### src/hdl/sha512_pkg.sv
`timescale 1ns / 1ps
package sha512_pkg;

    localparam int unsigned WordW = 64;
    localparam int unsigned Rounds = 80;

    typedef logic [WordW-1:0] t_word;

    localparam t_word InitHash [8] = '{
        64'h6a09e667f3bcc908, 64'hbb67ae8584caa73b, 64'h3c6ef372fe94f82b,
        64'ha54ff53a5f1d36f1, 64'h510e527fade682d1, 64'h9b05688c2b3e6c1f,
        64'h1f83d9abfb41bd6b, 64'h5be0cd19137e2179
    };

    localparam t_word RoundK [80] = '{
        64'h428a2f98d728ae22, 64'h7137449123ef65cd, 64'hb5c0fbcfec4d3b2f, 64'he9b5dba58189dbbc,
        64'h3956c25bf348b538, 64'h59f111f1b605d019, 64'h923f82a4af194f9b, 64'hab1c5ed5da6d8118,
        64'hd807aa98a3030242, 64'h12835b0145706fbe, 64'h243185be4ee4b28c, 64'h550c7dc3d5ffb4e2,
        64'h72be5d74f27b896f, 64'h80deb1fe3b1696b1, 64'h9bdc06a725c71235, 64'hc19bf174cf692694,
        64'he49b69c19ef14ad2, 64'hefbe4786384f25e3, 64'h0fc19dc68b8cd5b5, 64'h240ca1cc77ac9c65,
        64'h2de92c6f592b0275, 64'h4a7484aa6ea6e483, 64'h5cb0a9dcbd41fbd4, 64'h76f988da831153b5,
        64'h983e5152ee66dfab, 64'ha831c66d2db43210, 64'hb00327c898fb213f, 64'hbf597fc7beef0ee4,
        64'hc6e00bf33da88fc2, 64'hd5a79147930aa725, 64'h06ca6351e003826f, 64'h142929670a0e6e70,
        64'h27b70a8546d22ffc, 64'h2e1b21385c26c926, 64'h4d2c6dfc5ac42aed, 64'h53380d139d95b3df,
        64'h650a73548baf63de, 64'h766a0abb3c77b2a8, 64'h81c2c92e47edaee6, 64'h92722c851482353b,
        64'ha2bfe8a14cf10364, 64'ha81a664bbc423001, 64'hc24b8b70d0f89791, 64'hc76c51a30654be30,
        64'hd192e819d6ef5218, 64'hd69906245565a910, 64'hf40e35855771202a, 64'h106aa07032bbd1b8,
        64'h19a4c116b8d2d0c8, 64'h1e376c085141ab53, 64'h2748774cdf8eeb99, 64'h34b0bcb5e19b48a8,
        64'h391c0cb3c5c95a63, 64'h4ed8aa4ae3418acb, 64'h5b9cca4f7763e373, 64'h682e6ff3d6b2b8a3,
        64'h748f82ee5defb2fc, 64'h78a5636f43172f60, 64'h84c87814a1f0ab72, 64'h8cc702081a6439ec,
        64'h90befffa23631e28, 64'ha4506cebde82bde9, 64'hbef9a3f7b2c67915, 64'hc67178f2e372532b,
        64'hca273eceea26619c, 64'hd186b8c721c0c207, 64'heada7dd6cde0eb1e, 64'hf57d4f7fee6ed178,
        64'h06f067aa72176fba, 64'h0a637dc5a2c898a6, 64'h113f9804bef90dae, 64'h1b710b35131c471b,
        64'h28db77f523047d84, 64'h32caab7b40c72493, 64'h3c9ebe0a15c9bebc, 64'h431d67c49c100d4c,
        64'h4cc5d4becb3e42b6, 64'h597f299cfc657e2a, 64'h5fcb6fab3ad6faec, 64'h6c44198c4a475817
    };

    localparam logic [7:0] PadByte = 8'h80;

endpackage

### src/hdl/sha512_round.sv
`timescale 1ns / 1ps
// One SHA-512 round and one schedule word, shared by all 80 rounds.
module sha512_round (
    input  sha512_pkg::t_word i_v [8],
    input  sha512_pkg::t_word i_w,
    input  sha512_pkg::t_word i_k,
    input  sha512_pkg::t_word i_w16,
    input  sha512_pkg::t_word i_w15,
    input  sha512_pkg::t_word i_w7,
    input  sha512_pkg::t_word i_w2,
    output sha512_pkg::t_word o_v [8],
    output sha512_pkg::t_word o_wnew
);
    import sha512_pkg::*;

    function automatic t_word rotr(input t_word x, input int unsigned n);
        rotr = (x >> n) | (x << (WordW - n));
    endfunction

    t_word s0, s1, t1, t2;

    always_comb begin
        s0 = rotr(i_w15, 1) ^ rotr(i_w15, 8) ^ (i_w15 >> 7);
        s1 = rotr(i_w2, 19) ^ rotr(i_w2, 61) ^ (i_w2 >> 6);
        o_wnew = i_w16 + s0 + i_w7 + s1;
        t1 = i_v[7] + (rotr(i_v[4], 14) ^ rotr(i_v[4], 18) ^ rotr(i_v[4], 41))
           + ((i_v[4] & i_v[5]) ^ (~i_v[4] & i_v[6])) + i_k + i_w;
        t2 = (rotr(i_v[0], 28) ^ rotr(i_v[0], 34) ^ rotr(i_v[0], 39))
           + ((i_v[0] & i_v[1]) ^ (i_v[0] & i_v[2]) ^ (i_v[1] & i_v[2]));
        o_v[7] = i_v[6];
        o_v[6] = i_v[5];
        o_v[5] = i_v[4];
        o_v[4] = i_v[3] + t1;
        o_v[3] = i_v[2];
        o_v[2] = i_v[1];
        o_v[1] = i_v[0];
        o_v[0] = t1 + t2;
    end

endmodule

### config.mk
export PLATFORM = sky130hd
export DESIGN_NAME = sha512_round
export DESIGN_NICKNAME = d
export VERILOG_FILES = /design/src/hdl/sha512_pkg.sv /design/src/hdl/sha512_round.sv
export SDC_FILE = /design/constraint.sdc
export NUM_CORES = 2
export LEC_CHECK = 0
export BUFFER_PORTS_ARGS = -buffer_cell sky130_fd_sc_hd__buf_4
export CAP_MARGIN = 40
export CORE_AREA = 5 5 575 577
export DETAILED_ROUTE_END_ITERATION = 6
export DIE_AREA = 0 0 580 582
export GPL_ROUTABILITY_DRIVEN = 0
export PLACE_DENSITY = 0.33
export SYNTH_ARGS = -nofsm -noshare
export SYNTH_HDL_FRONTEND = slang
export SYNTH_SLANG_ARGS = --single-unit
### constraint.sdc
create_clock -name vclk -period 14.29
set_input_delay 0.7145 -clock vclk [all_inputs]
set_output_delay 0.7145 -clock vclk [all_outputs]
set_load 0.02 [all_outputs]
Word level (Yosys, flattened, before mapping)
Index checks and enable logic that the tools add are counted.
W data, S select, Z words.
{"block": "classes", "n_addsub": 10, "bitwise": 27}
{"operator": "$add A64 B64 Y64", "count": 10}
{"operator": "$xor A64 B64 Y64", "count": 9}
{"operator": "$and A64 B64 Y64", "count": 5}
{"operator": "$not A64 Y64", "count": 1}
{"operator": "$or A23 B64 Y64", "count": 1}
{"operator": "$or A25 B64 Y64", "count": 1}
{"operator": "$or A3 B64 Y64", "count": 1}
{"operator": "$or A30 B64 Y64", "count": 1}
{"operator": "$or A36 B64 Y64", "count": 1}
{"operator": "$or A45 B64 Y64", "count": 1}
{"operator": "$or A46 B64 Y64", "count": 1}
{"operator": "$or A50 B64 Y64", "count": 1}
{"operator": "$or A56 B64 Y64", "count": 1}
{"operator": "$or A63 B64 Y64", "count": 1}
{"operator": "$xor A64 B57 Y64", "count": 1}
{"operator": "$xor A64 B58 Y64", "count": 1}
{"block": "totals", "regBits": 0, "inputBits": 896, "output_inout_bits": 576, "elab_cells": 37}

Depth between registers and ports, before layout
{"block": "logic_depth", "word_depth": 8, "ltp_mapped": 34, "ltp_nobuf": 33}

Worst setup path before layout
No wires, ideal clock.
{"block": "synth_timing", "path_kind": "in2out", "startpoint": "input port i_v[4] in the netlist's numbering", "endpoint": "output port o_v[508] in the netlist's numbering", "arrival_ns": 7.309, "t_required_ns": 13.576, "path_slack_ns": 6.266, "path_stages": 32, "cell_sequence": "inv_1 fa_1 inv_1 fa_1 inv_1 fa_1 inv_1 ha_1 a21o_1 nand2_1 a2111o_1 a31oi_1 o21a_1 o21a_1 nor2_1 o21ai_0 xor2_1 inv_1 fa_1 inv_1 ha_1 clkbuf_1 nand3_1 nor2_1 nand4_1 o31a_1 o21a_1 o21ai_1 a21oi_1 o21a_1 o41ai_1 xor2_1"}
{"element": "start: declaration", "line": "sha512_round.sv:4", "source": "input sha512_pkg::t_word i_v [8],"}
{"element": "end: declaration", "line": "sha512_round.sv:11", "source": "output sha512_pkg::t_word o_v [8],"}

==> impl_metrics.py <==
metrics = {
    "status": {
        "status": "completed",
    },
    "synth": {
        "synthTopCellsByArea": "fa_1, xnor2_1, inv_1, ha_1, buf_4",
        "synth_cells": 4322,
        "yosysWarningCount": 0,
        "syn_area_per_cell_sq_um": 7.714,
        "synth-seq-area-share_pct": 0,
        "synth_top_cell_area_share_pct": 22.76,
        "syn_area_sq_um": 33340,
        "yosys.area.top_type": "fa_1",
        "yosysUniqueCellTypes": 76,
        "syn_nets": 5849,
    },
    "setup_path": {
        "startpoint_type": "input pin",
        "cp_data_required_time_ps": 13580,
        "cp_common_cell": "fa_1",
        "crit_slowest_cell": "fa_1",
        "crit_type": "in -> out",
        "cp_max_fo": 6,
        "cp_num_buf_inv": 7,
        "slowest_delay_ps": 760,
        "critPathTopFamily": "adder cells",
        "end_kind": "primary output",
        "worstPathArrival_ps": 9470,
    },
    "detailed_routing": {
        "viasPerCell": 3.635,
        "vias": 35260,
        "first_pass_iters": 5,
        "wl_per_cell_microns": 31.08,
        "drc_errors": 0,
        "drtAntennaViolNets": 0,
        "wirelength_microns": 301500,
        "drtIter0Drc": 2818,
    },
    "layout": {
        "syn_to_final_growth_pct": 40.29,
        "final-seq-area_sq_um": 0,
        "fin_nets": 6868,
        "layout-drive-gt1-share_pct": 28.79,
        "multi_input_area_sq_um": 26710,
        "final_cell_area_sq_um": 46770,
        "final_cells": 9700,
        "clkbuf_count": 0,
        "n_fill_cell": 37610,
        "flops_and_latches": 0,
    },
    "place": {
        "portBuffers": 1472,
        "dp.cells": 9683,
        "pre_cts_ws_ps": 4063,
        "dpl-instance-area_sq_um": 46720,
        "dpl.hpwl_microns": 283200,
    },
    "clock_network": {
        "cts_resized": 0,
        "post_cts_buffers": 0,
        "cts-hold-fix-buffers": 0,
    },
    "timing": {
        "clock.fmax_mhz": 98.18,
        "fin_tns_setup_ps": 0,
        "tightest_slew_ps": 951.4,
        "rsz0062_at_grt": "false",
        "period_share_pct": 71.28,
        "finalSetupViolCount": 0,
        "period_minus_slack_ps": 10190,
        "drv_slew": 0,
        "fin_ws_ps": 4104,
        "slew_headroom_pct": 36.12,
        "hold_violations": 0,
    },
    "global_route": {
        "grt_pass1_wl_microns": 381500,
        "grt_max_degree": 10,
        "grt_use_total_pct": 16.97,
        "grt_overflow": 0,
        "grt_pass1_vias": 35920,
        "antenna_found_initial": 98,
    },
    "run": {
        "cap_violations": 0,
    },
    "die": {
        "coreArea_sq_um": 325600,
        "dieWidth_microns": 580,
        "pin_count": 1472,
        "rows": 210,
        "die_y_microns": 582,
        "die-area_sq_um": 337600,
        "initial_core_util_pct": 10.24,
    },
    "hold_path": {
        "hp-class": "in -> out",
    },
}
metrics by stage:
step,hold slack [ps],utilization (%)
after floorplan,1542,-
after global placement,1640,14.31
after detailed placement,1638,14.35
after CTS,1639,14.35
after global routing,1645,14.36
final,1637,14.37
placed cells by master (no fill, tap or decap), types with 16 or more instances in the layout:
| cell | synthesis | final |
|---|---|---|
| nand3_1 | 53 | 53 |
| nor3_1 | 28 | 28 |
| and2_1 | 16 | 16 |
| o211ai_1 | 19 | 19 |
| a21o_1 | 204 | 204 |
| and3_1 | 21 | 21 |
| a31oi_1 | 34 | 34 |
| xnor2_1 | 457 | 457 |
| fa_1 | 379 | 379 |
| ha_1 | 252 | 252 |
| nand2b_1 | 30 | 30 |
| nor2_1 | 149 | 149 |
| o21a_1 | 29 | 29 |
| o21bai_1 | 44 | 44 |
| nand4_1 | 45 | 45 |
| o21ai_1 | 24 | 24 |
| a21oi_1 | 260 | 260 |
| nor2b_1 | 30 | 30 |
| buf_4 | 386 | 1488 |
| mux2i_1 | 43 | 43 |
| o31ai_1 | 16 | 16 |
| nand2_1 | 147 | 147 |
| a211oi_1 | 30 | 30 |
| mux2_2 | 22 | 22 |
| inv_1 | 902 | 902 |
| o21ai_0 | 176 | 176 |
| xor2_1 | 297 | 297 |
cell families (layout without fill, tap and decap cells):
| family | after synthesis | after routing | synth area share, % |
|---|---|---|---|
| multiplexers | 65 | 65 | 2.034 |
| AO/OA/AOI/OAI | 926 | 926 | 17.73 |
| XOR/XNOR | 754 | 754 | 19.81 |
| adder cells (fa/ha/maj) | 635 | 635 | 32.33 |
| buffers and inverters | 1380 | 2397 | 19.90 |
| AND/OR/NAND/NOR | 562 | 562 | 8.196 |
| other | 0 | 15 | 0 |
layout make-up:
type | count | area share, %
Antenna cell | 15 | 0.08025
Inverter | 902 | 7.239
Multi-Input combinational cell | 2942 | 57.10
Tap cell | 4346 | 11.63
Timing Repair Buffer | 1495 | 23.96
Yosys cell counts, drive strengths merged (30+ instances only):
library cell    n
clkbuf         89
a211oi         30
ha            252
xor2          297
nor2b          30
nor2          150
o21ai         200
mux2i          43
inv           902
fa            379
buf           389
nand3          53
nand2         148
o21bai         44
a21o          204
nand2b         30
nand4          45
xnor2         457
a21oi         260
a31oi          35
worst paths after layout:
path	cells past startpoint	slack [ps]	startpoint	endpoint
setup / recovery	29	4100	i_v[1]	o_v[504]
hold / removal	2	1640	i_v[134]	o_v[70]
routing by layer:
metal / vias up / part of all wire (%) / track usage, %
met5: - / 0.23 / 0.8505
met4: 48 / 2.5 / 3.130
met3: 292 / 11 / 6.975
met2: 1864 / 40 / 24.39
met1: 17580 / 46 / 23.63
li1: 15470 / - / -
